$ cat src/design/fau_pkg.sv
// Shared types and constants for the fraction arithmetic unit.
// Depends on nothing; fau_reduce and the top level use it by scoped names.
package fau_pkg;

   typedef enum logic [1:0] {
      OP_ADD = 2'd0,
      OP_MUL = 2'd1,
      OP_DIV = 2'd2,
      OP_CMP = 2'd3
   } op_type;

   localparam int NUM_W  = 33;
   localparam int DEN_W  = 32;
   localparam int RSP_DW = ((NUM_W + DEN_W + 7) / 8) * 8;

   typedef logic [NUM_W-1:0] res_num_type;
   typedef logic [DEN_W-1:0] res_den_type;

   typedef struct packed {
      logic start;
   } red_ctrl_type;

   typedef struct packed {
      logic busy;
      logic done;
   } red_stat_type;

endpackage

$ cat src/design/fau_mul.sv
// Registered operand multiplier for the fraction arithmetic unit.
// Depends on nothing; the product is registered and appears in the cycle after the operands.
module fau_mul #(
   parameter int OPERAND_WIDTH = 16
) (
   input  logic                         clock,
   input  logic [OPERAND_WIDTH-1:0]     a,
   input  logic [OPERAND_WIDTH-1:0]     b,
   output logic [2*OPERAND_WIDTH-1:0]   p
);

   logic [2*OPERAND_WIDTH-1:0] p_ff;
   logic [2*OPERAND_WIDTH-1:0] p_in;

   assign p_in = {{OPERAND_WIDTH{1'b0}}, a} * {{OPERAND_WIDTH{1'b0}}, b};
   assign p    = p_ff;

   always_ff @(posedge clock) begin
      p_ff <= p_in;
   end

endmodule

$ cat src/design/fau_reduce.sv
// Fraction reducer: binary GCD, then two restoring divisions by the GCD,
// all on one shared subtract/compare unit. Depends on fau_pkg.
module fau_reduce #(
   parameter int VALUE_WIDTH = 33
) (
   input  logic                       clock,
   input  logic                       reset,
   input  fau_pkg::red_ctrl_type      ctrl,
   input  logic [VALUE_WIDTH-1:0]     num,
   input  logic [VALUE_WIDTH-1:0]     den,
   output fau_pkg::red_stat_type      stat,
   output logic [VALUE_WIDTH-1:0]     red_num,
   output logic [VALUE_WIDTH-1:0]     red_den
);

   localparam int VW = VALUE_WIDTH;
   localparam int KW = $clog2(VW);

   typedef enum logic [5:0] {
      RS_IDLE  = 6'b000001,
      RS_GCD   = 6'b000010,
      RS_SHIFT = 6'b000100,
      RS_DIVN  = 6'b001000,
      RS_DIVD  = 6'b010000,
      RS_DONE  = 6'b100000
   } rs_state_type;

   rs_state_type  state_ff, state_in;
   logic [VW-1:0] x_ff, x_in;
   logic [VW-1:0] y_ff, y_in;
   logic [VW-1:0] g_ff, g_in;
   logic [VW-1:0] n_ff, n_in;
   logic [VW-1:0] d_ff, d_in;
   logic [VW-1:0] qd_ff, qd_in;
   logic [VW-1:0] r_ff, r_in;
   logic [VW-1:0] on_ff, on_in;
   logic [VW-1:0] od_ff, od_in;
   logic [KW-1:0] k_ff, k_in;
   logic [KW-1:0] cnt_ff, cnt_in;

   logic [VW:0]   sub_a;
   logic [VW:0]   sub_b;
   logic [VW+1:0] sub_full;
   logic [VW:0]   diff;
   logic          ge;
   logic [VW:0]   rem_sh;
   logic [VW-1:0] quo_next;
   logic [VW-1:0] rem_next;
   logic          div_mode;

   // shared subtract/compare unit
   assign div_mode = (state_ff == RS_DIVN) || (state_ff == RS_DIVD);
   assign rem_sh   = {r_ff, qd_ff[VW-1]};
   assign sub_a    = div_mode ? rem_sh : {1'b0, x_ff};
   assign sub_b    = div_mode ? {1'b0, g_ff} : {1'b0, y_ff};
   assign sub_full = {1'b0, sub_a} - {1'b0, sub_b};
   assign ge       = !sub_full[VW+1];
   assign diff     = sub_full[VW:0];
   assign quo_next = {qd_ff[VW-2:0], ge};
   assign rem_next = ge ? diff[VW-1:0] : rem_sh[VW-1:0];

   always_comb begin
      state_in = state_ff;
      x_in     = x_ff;
      y_in     = y_ff;
      g_in     = g_ff;
      n_in     = n_ff;
      d_in     = d_ff;
      qd_in    = qd_ff;
      r_in     = r_ff;
      on_in    = on_ff;
      od_in    = od_ff;
      k_in     = k_ff;
      cnt_in   = cnt_ff;
      unique case (state_ff)
         RS_IDLE: begin
            if (ctrl.start) begin
               x_in     = num;
               y_in     = den;
               n_in     = num;
               d_in     = den;
               k_in     = '0;
               state_in = RS_GCD;
            end
         end
         RS_GCD: begin
            if (x_ff == '0) begin
               g_in     = y_ff;
               state_in = RS_SHIFT;
            end else if (y_ff == '0) begin
               g_in     = x_ff;
               state_in = RS_SHIFT;
            end else if (!x_ff[0] && !y_ff[0]) begin
               x_in = x_ff >> 1;
               y_in = y_ff >> 1;
               k_in = k_ff + 1'b1;
            end else if (!x_ff[0]) begin
               x_in = x_ff >> 1;
            end else if (!y_ff[0]) begin
               y_in = y_ff >> 1;
            end else if (ge) begin
               x_in = diff[VW:1];
            end else begin
               x_in = y_ff;
               y_in = x_ff;
            end
         end
         RS_SHIFT: begin
            if (k_ff != '0) begin
               g_in = g_ff << 1;
               k_in = k_ff - 1'b1;
            end else if (g_ff == '0) begin
               on_in    = n_ff;
               od_in    = d_ff;
               state_in = RS_DONE;
            end else begin
               qd_in    = n_ff;
               r_in     = '0;
               cnt_in   = KW'(VW - 1);
               state_in = RS_DIVN;
            end
         end
         RS_DIVN: begin
            qd_in  = quo_next;
            r_in   = rem_next;
            cnt_in = cnt_ff - 1'b1;
            if (cnt_ff == '0) begin
               on_in    = quo_next;
               qd_in    = d_ff;
               r_in     = '0;
               cnt_in   = KW'(VW - 1);
               state_in = RS_DIVD;
            end
         end
         RS_DIVD: begin
            qd_in  = quo_next;
            r_in   = rem_next;
            cnt_in = cnt_ff - 1'b1;
            if (cnt_ff == '0) begin
               od_in    = quo_next;
               state_in = RS_DONE;
            end
         end
         RS_DONE: begin
            state_in = RS_IDLE;
         end
         default: begin
            state_in = RS_IDLE;
         end
      endcase
   end

   always_ff @(posedge clock) begin
      if (reset) begin
         state_ff <= RS_IDLE;
      end else begin
         state_ff <= state_in;
      end
      x_ff   <= x_in;
      y_ff   <= y_in;
      g_ff   <= g_in;
      n_ff   <= n_in;
      d_ff   <= d_in;
      qd_ff  <= qd_in;
      r_ff   <= r_in;
      on_ff  <= on_in;
      od_ff  <= od_in;
      k_ff   <= k_in;
      cnt_ff <= cnt_in;
   end

   assign stat.busy = (state_ff != RS_IDLE);
   assign stat.done = (state_ff == RS_DONE);
   assign red_num   = on_ff;
   assign red_den   = od_ff;

endmodule

$ cat src/design/fraction_arithmetic_unit.sv
// Fraction arithmetic unit top level: sequencer, operand multiplier, reducer
// and result register. Depends on fau_pkg, fau_mul and fau_reduce.
//
// Usage:
//   req channel: tuser carries the opcode (add, multiply, divide a by b,
//   compare); tdata carries num_a, den_a, num_b, den_b, OPERAND_WIDTH bits
//   each. One word is taken at a time; req_tready is high only while the
//   sequencer is idle.
//   rsp channel: tdata carries the reduced numerator (33 bits) and the
//   reduced denominator (32 bits); tuser carries the equality flag of compare.
//   From accept to result valid, multiply and divide pass the multiplier
//   states MUL0 to MUL2, add also MUL3; then the reducer runs a binary GCD
//   (halving, subtracting or swapping until one value is zero), shifts to
//   restore common factors of two, and does two restoring divisions of
//   2*OPERAND_WIDTH+1 quotient bits each on the same subtract unit. Compare
//   reduces a, then b. The next word can be taken in the cycle after the
//   result loads. Reset clears the sequencer, the reducer and the result
//   valid. A stalled receiver holds the result register; the next request
//   is still taken and worked on, and waits for the register.
module fraction_arithmetic_unit #(
   parameter int OPERAND_WIDTH = 16
) (
   input  logic                                       clock,
   input  logic                                       reset,
   input  logic                                       req_tvalid,
   output logic                                       req_tready,
   // num_a, den_a, num_b, den_b, zero fill
   input  logic [((4*OPERAND_WIDTH+7)/8)*8-1:0]       req_tdata,
   // opcode
   input  logic [1:0]                                 req_tuser,
   output logic                                       rsp_tvalid,
   input  logic                                       rsp_tready,
   // res_num, res_den, zero fill
   output logic [fau_pkg::RSP_DW-1:0]                 rsp_tdata,
   // equal
   output logic                                       rsp_tuser
);

   localparam int W  = OPERAND_WIDTH;
   localparam int VW = 2 * W + 1;
   localparam int PAD_W = fau_pkg::RSP_DW - fau_pkg::NUM_W - fau_pkg::DEN_W;

   typedef enum logic [9:0] {
      ST_IDLE      = 10'b0000000001,
      ST_MUL0      = 10'b0000000010,
      ST_MUL1      = 10'b0000000100,
      ST_MUL2      = 10'b0000001000,
      ST_MUL3      = 10'b0000010000,
      ST_REDA_GO   = 10'b0000100000,
      ST_REDA_WAIT = 10'b0001000000,
      ST_REDB_GO   = 10'b0010000000,
      ST_REDB_WAIT = 10'b0100000000,
      ST_OUT       = 10'b1000000000
   } st_type;

   st_type                state_ff, state_in;
   fau_pkg::op_type       op_ff, op_in;
   logic [W-1:0]          na_ff, na_in;
   logic [W-1:0]          da_ff, da_in;
   logic [W-1:0]          nb_ff, nb_in;
   logic [W-1:0]          db_ff, db_in;
   logic [VW-1:0]         rn_ff, rn_in;
   logic [VW-1:0]         rd_ff, rd_in;
   logic [VW-1:0]         bn_ff, bn_in;
   logic [VW-1:0]         bd_ff, bd_in;
   logic                  rsp_valid_ff, rsp_valid_in;
   fau_pkg::res_num_type  rsp_num_ff, rsp_num_in;
   fau_pkg::res_den_type  rsp_den_ff, rsp_den_in;
   logic                  rsp_eq_ff, rsp_eq_in;

   logic                  req_accept;
   logic                  out_load;
   logic [W-1:0]          mul_a;
   logic [W-1:0]          mul_b;
   logic [2*W-1:0]        mul_p;
   logic [VW-1:0]         mul_p_ext;
   logic [VW-1:0]         red_num_in;
   logic [VW-1:0]         red_den_in;
   logic [VW-1:0]         red_num_out;
   logic [VW-1:0]         red_den_out;
   fau_pkg::red_ctrl_type red_ctrl;
   fau_pkg::red_stat_type red_stat;

   assign req_tready = (state_ff == ST_IDLE);
   assign req_accept = req_tvalid && req_tready;
   assign out_load   = (state_ff == ST_OUT) && (!rsp_valid_ff || rsp_tready);
   assign mul_p_ext  = {1'b0, mul_p};

   // operand select for the shared multiplier
   always_comb begin
      unique case (state_ff)
         ST_MUL0: begin
            mul_a = na_ff;
            mul_b = (op_ff == fau_pkg::OP_MUL) ? nb_ff : db_ff;
         end
         ST_MUL1: begin
            mul_a = (op_ff == fau_pkg::OP_ADD) ? nb_ff : da_ff;
            if (op_ff == fau_pkg::OP_ADD) begin
               mul_b = da_ff;
            end else if (op_ff == fau_pkg::OP_MUL) begin
               mul_b = db_ff;
            end else begin
               mul_b = nb_ff;
            end
         end
         default: begin
            mul_a = da_ff;
            mul_b = db_ff;
         end
      endcase
   end

   fau_mul #(
      .OPERAND_WIDTH(W)
   ) u_mul (
      .clock(clock),
      .a    (mul_a),
      .b    (mul_b),
      .p    (mul_p)
   );

   assign red_ctrl.start = (state_ff == ST_REDA_GO) || (state_ff == ST_REDB_GO);
   assign red_num_in = (state_ff == ST_REDB_GO) ? {{(VW-W){1'b0}}, nb_ff} : rn_ff;
   assign red_den_in = (state_ff == ST_REDB_GO) ? {{(VW-W){1'b0}}, db_ff} : rd_ff;

   fau_reduce #(
      .VALUE_WIDTH(VW)
   ) u_reduce (
      .clock  (clock),
      .reset  (reset),
      .ctrl   (red_ctrl),
      .num    (red_num_in),
      .den    (red_den_in),
      .stat   (red_stat),
      .red_num(red_num_out),
      .red_den(red_den_out)
   );

   always_comb begin
      state_in = state_ff;
      op_in    = op_ff;
      na_in    = na_ff;
      da_in    = da_ff;
      nb_in    = nb_ff;
      db_in    = db_ff;
      rn_in    = rn_ff;
      rd_in    = rd_ff;
      bn_in    = bn_ff;
      bd_in    = bd_ff;
      unique case (state_ff)
         ST_IDLE: begin
            if (req_accept) begin
               op_in = fau_pkg::op_type'(req_tuser);
               na_in = req_tdata[W-1:0];
               da_in = req_tdata[2*W-1:W];
               nb_in = req_tdata[3*W-1:2*W];
               db_in = req_tdata[4*W-1:3*W];
               rn_in = {{(VW-W){1'b0}}, req_tdata[W-1:0]};
               rd_in = {{(VW-W){1'b0}}, req_tdata[2*W-1:W]};
               if (fau_pkg::op_type'(req_tuser) == fau_pkg::OP_CMP) begin
                  state_in = ST_REDA_GO;
               end else begin
                  state_in = ST_MUL0;
               end
            end
         end
         ST_MUL0: begin
            state_in = ST_MUL1;
         end
         ST_MUL1: begin
            rn_in    = mul_p_ext;
            state_in = ST_MUL2;
         end
         ST_MUL2: begin
            if (op_ff == fau_pkg::OP_ADD) begin
               rn_in    = rn_ff + mul_p_ext;
               state_in = ST_MUL3;
            end else begin
               rd_in    = mul_p_ext;
               state_in = ST_REDA_GO;
            end
         end
         ST_MUL3: begin
            rd_in    = mul_p_ext;
            state_in = ST_REDA_GO;
         end
         ST_REDA_GO: begin
            state_in = ST_REDA_WAIT;
         end
         ST_REDA_WAIT: begin
            if (red_stat.done) begin
               rn_in    = red_num_out;
               rd_in    = red_den_out;
               state_in = (op_ff == fau_pkg::OP_CMP) ? ST_REDB_GO : ST_OUT;
            end
         end
         ST_REDB_GO: begin
            state_in = ST_REDB_WAIT;
         end
         ST_REDB_WAIT: begin
            if (red_stat.done) begin
               bn_in    = red_num_out;
               bd_in    = red_den_out;
               state_in = ST_OUT;
            end
         end
         ST_OUT: begin
            if (out_load) begin
               state_in = ST_IDLE;
            end
         end
         default: begin
            state_in = ST_IDLE;
         end
      endcase
   end

   // result register
   always_comb begin
      rsp_valid_in = rsp_valid_ff;
      rsp_num_in   = rsp_num_ff;
      rsp_den_in   = rsp_den_ff;
      rsp_eq_in    = rsp_eq_ff;
      if (out_load) begin
         rsp_valid_in = 1'b1;
         rsp_num_in   = fau_pkg::res_num_type'(rn_ff);
         rsp_den_in   = fau_pkg::res_den_type'(rd_ff);
         rsp_eq_in    = (op_ff == fau_pkg::OP_CMP) && (rn_ff == bn_ff) && (rd_ff == bd_ff);
      end else if (rsp_tready) begin
         rsp_valid_in = 1'b0;
      end
   end

   always_ff @(posedge clock) begin
      if (reset) begin
         state_ff     <= ST_IDLE;
         rsp_valid_ff <= 1'b0;
      end else begin
         state_ff     <= state_in;
         rsp_valid_ff <= rsp_valid_in;
      end
      op_ff      <= op_in;
      na_ff      <= na_in;
      da_ff      <= da_in;
      nb_ff      <= nb_in;
      db_ff      <= db_in;
      rn_ff      <= rn_in;
      rd_ff      <= rd_in;
      bn_ff      <= bn_in;
      bd_ff      <= bd_in;
      rsp_num_ff <= rsp_num_in;
      rsp_den_ff <= rsp_den_in;
      rsp_eq_ff  <= rsp_eq_in;
   end

   assign rsp_tvalid = rsp_valid_ff;
   assign rsp_tdata  = {{PAD_W{1'b0}}, rsp_den_ff, rsp_num_ff};
   assign rsp_tuser  = rsp_eq_ff;

   a_busy_after_accept: assert property (@(posedge clock) disable iff (reset)
      req_accept |=> !req_tready)
      else $error("request taken while a word is still in progress");

   a_done_when_waiting: assert property (@(posedge clock) disable iff (reset)
      red_stat.done |-> (state_ff == ST_REDA_WAIT || state_ff == ST_REDB_WAIT))
      else $error("reducer finished with no sequencer waiting");

   a_start_when_free: assert property (@(posedge clock) disable iff (reset)
      red_ctrl.start |-> !red_stat.busy)
      else $error("reducer started while busy");

   a_load_sets_valid: assert property (@(posedge clock) disable iff (reset)
      out_load |=> rsp_tvalid && !$past(state_ff == ST_IDLE))
      else $error("result register not loaded");

endmodule
$ cat config.mk
export PLATFORM = sky130hd
export DESIGN_NAME = fraction_arithmetic_unit
export DESIGN_NICKNAME = d
export VERILOG_FILES = /design/src/design/fau_pkg.sv /design/src/design/fau_mul.sv /design/src/design/fau_reduce.sv /design/src/design/fraction_arithmetic_unit.sv
export SDC_FILE = /design/constraint.sdc
export NUM_CORES = 2
export LEC_CHECK = 0
export ABC_CLOCK_PERIOD_IN_PS = 10000
export BUFFER_PORTS_ARGS = -buffer_cell sky130_fd_sc_hd__buf_4
export CORE_ASPECT_RATIO = 0.5
export CORE_MARGIN = 4
export CORE_UTILIZATION = 48
export DETAILED_ROUTE_END_ITERATION = 12
export PLACE_DENSITY = 0.63
export SYNTH_ARGS = -nofsm -noshare
export SYNTH_HDL_FRONTEND = slang
export SYNTH_SLANG_ARGS = --single-unit
$ cat constraint.sdc
create_clock -name clock -period 10 [get_ports clock]
set_clock_uncertainty 0.05 [all_clocks]
set_input_delay 2 -clock clock [delete_from_list [all_inputs] [get_ports clock]]
set_output_delay 2 -clock clock [all_outputs]
set_load 0.02 [all_outputs]
==> impl_metrics.env <==
export IMPL_status="finished clean"
export IMPL_gp_congestion=0.958
export IMPL_hpwl_um=94600
export IMPL_hp_class="reg2reg"
export IMPL_io_buffers=137
export IMPL_worstHoldStart="u_reduce.red_den[8]"
export IMPL_final_common_cell="edfxtp_1"
export IMPL_rsz0062_at_grt="false"
export IMPL_grt_max_degree=76
export IMPL_async_reset_ff_frac=0
export IMPL_wl_per_cell_um=25.8
export IMPL_synth_seq_cells=622
export IMPL_final_cell_mix="edfxtp_1, nand2_1, inv_1"
export IMPL_instances_no_fill=4820
export IMPL_cts_max_path_buffers=3
export IMPL_finalHoldViolCount=0
export IMPL_drt_iter0_markers=3776
export IMPL_placed_cells=4707
export IMPL_min_period_ns=9.22
export IMPL_grt_pass1_wl_um=184000
export IMPL_cts_tree="done"
export IMPL_endpoint_kind="flip-flop"
export IMPL_h_tree_depth=2
export IMPL_initial_core_util=0.488
export IMPL_critPathMaxStageDelay_ns=0.73
export IMPL_slew_violations=0
export IMPL_relSlewSlack=0.212
export IMPL_vias=29200
export IMPL_cts_sinks=622
export IMPL_crit_arrival_ns=9.68
export IMPL_synth_cell_types=83
export IMPL_area_growth_pct=10.8
export IMPL_die_h_um=210
export IMPL_fin_crit_sh=0.922
export IMPL_avgSynthCellArea_um2=10.9
export IMPL_synth_area_leaders="edfxtp_1, fa_1, ha_1"
export IMPL_dr_pass1_iters=9
export IMPL_drc=0
export IMPL_nNetsFinal=4123
export IMPL_cap_violations=0
export IMPL_grt_util_all_layers=0.284
export IMPL_r2r_setup_slack_ns=0.78
export IMPL_fmax_mhz=108
export IMPL_routed_wl_um=124000
export IMPL_pin_count=145
export IMPL_reg2reg_from="state_ff[5]"
export IMPL_synth_area_um2=39000
export IMPL_synth_edf_count=573
export IMPL_reg2regPathDepth=29
export IMPL_die_area_um2=86200
export IMPL_num_fill_cells=7001
export IMPL_netlist_area_leader_share=0.441
export IMPL_grt_ovfl_total=0
export IMPL_start_kind="flip-flop"
export IMPL_worst_path_most_repeated_cell="fa_1"
export IMPL_synth_area_leader_cell="edfxtp_1"
export IMPL_die_w_um=411
export IMPL_synth_ff_type="edfxtp_1"
export IMPL_cp_data_required_time_ns=10.46
export IMPL_viasPerCell=6.05
export IMPL_syn_instance_count=3594
export IMPL_rows=73
export IMPL_finalSetupViolations=0
export IMPL_multi_input_area_um2=19100
export IMPL_critPathMaxFanout=21
export IMPL_ant_nets=0
export IMPL_tightest_slew_ns=1.18
export IMPL_antenna_found_initial=5
export IMPL_ys_seq_area_frac=0.466
export IMPL_clk_pin_slew_ns=0.07
export IMPL_postCtsSetupRepairBufs=0
export IMPL_core_area_um2=80000
export IMPL_timing_rr_end="u_mul.p[30]"
export IMPL_seqCellArea_um2=18200
export IMPL_insertion_delay_ns=0.64
export IMPL_ctsResizeCount=0
export IMPL_hold_depth=0
export IMPL_cts_buffers_inserted=59
export IMPL_cp_slowest_cell="a221o_1"
export IMPL_grt_pass1_vias=28000
export IMPL_hold_end="bd_ff[8]"
export IMPL_hold_buffers=0
export IMPL_ys_warn_count=0
export IMPL_clockRootBuffer="clkbuf_16"
export IMPL_drive_gt1_frac=0.112
export IMPL_tns_ns=0
export IMPL_worstSetupPathType="reg2reg"
-- layer usage --
metal	vias up	wire, µm	GRT usage
met3	140	12200	0.0567
met2	1396	54100	0.423
met1	14600	55300	0.429
li1	13000	-	-
met5	-	25	0
met4	4	2710	0.0657
-- critical path, delay by kind of cell (launching register included) --
kind | cells | cell delay, ns
fa+ha+maj | 7 | 3.35
flops | 1 | 0.33
buf+inv | 6 | 0.40
simple gates | 8 | 2.14
compound gates | 7 | 2.62
xor+xnor | 1 | 0.15
-- flip-flops by register name, summed over array words and instances, names as in the netlist, 16 cells and up --
signal            count
u_reduce.r_ff        33
u_reduce.qd_ff       33
bd_ff                33
u_reduce.red_num     33
u_reduce.d_ff        33
u_reduce.g_ff        33
u_reduce.red_den     33
u_mul.p              32
rd_ff                33
db_ff                16
na_ff                16
da_ff                16
rn_ff                33
nb_ff                16
rsp_num_ff           33
rsp_den_ff           32
u_reduce.y_ff        33
bn_ff                33
u_reduce.n_ff        33
u_reduce.x_ff        33
-- stage by stage --
stage	hold WS [ns]	util	setup WS, ns	cell area (µm²)
floorplan	0.367	-	2.25	39000
global placement	0.379	0.516	1.11	41300
detailed placement	0.385	0.516	0.967	41300
CTS	0.400	0.540	0.910	43200
global route	0.410	0.540	0.368	43200
finish	0.402	0.541	0.776	43200
-- area by class of cell --
class,count,area share
Inverter,302,0.0262
Multi-Input combinational cell,2503,0.442
Antenna cell,2,0.000116
Timing Repair Buffer,193,0.0338
Clock inverter,38,0.00888
Clock buffer,73,0.0368
Tap cell,1087,0.0314
Sequential cell,622,0.421
-- cell families after synthesis --
family	share of synthesized area
simple gates	0.125
compound gates	0.138
flops	0.466
buf+inv	0.0483
fa+ha+maj	0.157
mux	0.0362
xor+xnor	0.0290
other cells	0.0000961
-- Yosys cell counts, drive strengths merged (7+ instances only) --
cell type and instances:
edfxtp 573, nand2 540, inv 302, nor2 264
a21oi 233, fa 197, ha 175, o21ai 129
clkbuf 114, xnor2 76, mux2i 68, and2 65
mux2 64, buf 59, xor2 53, dfxtp 49
a21o 46, a222oi 40, a221oi 39, a22oi 36
nand3 36, nor4 36, a221o 31, a22o 27
nand4 27, and3 25, nor3 24, o22ai 23
a21boi 20, o21a 20, a211oi 19, o211ai 19
o21bai 17, nor2b 16, a31oi 14, nand2b 13
or3 12, a211o 9, nand3b 8, o31ai 8
nor3b 7
-- worst max-delay path by stage --
| stage | start | end | slack (ns) |
|---|---|---|---|
| 6_report | state_ff[5] | u_mul.p[30] | 0.78 |
| 5_1_grt | state_ff[5] | u_mul.p[30] | 0.37 |
| 4_1_cts | state_ff[5] | u_mul.p[30] | 0.91 |
| 3_5_place_dp | state_ff[5] | u_mul.p[30] | 0.97 |
| 3_3_place_gp | state_ff[5] | u_mul.p[30] | 1.11 |
| 2_1_floorplan | state_ff[5] | u_mul.p[30] | 2.25 |
Power is not shown: default switching activity piles up to over one toggle a cycle in this logic, so the estimate is an artifact.
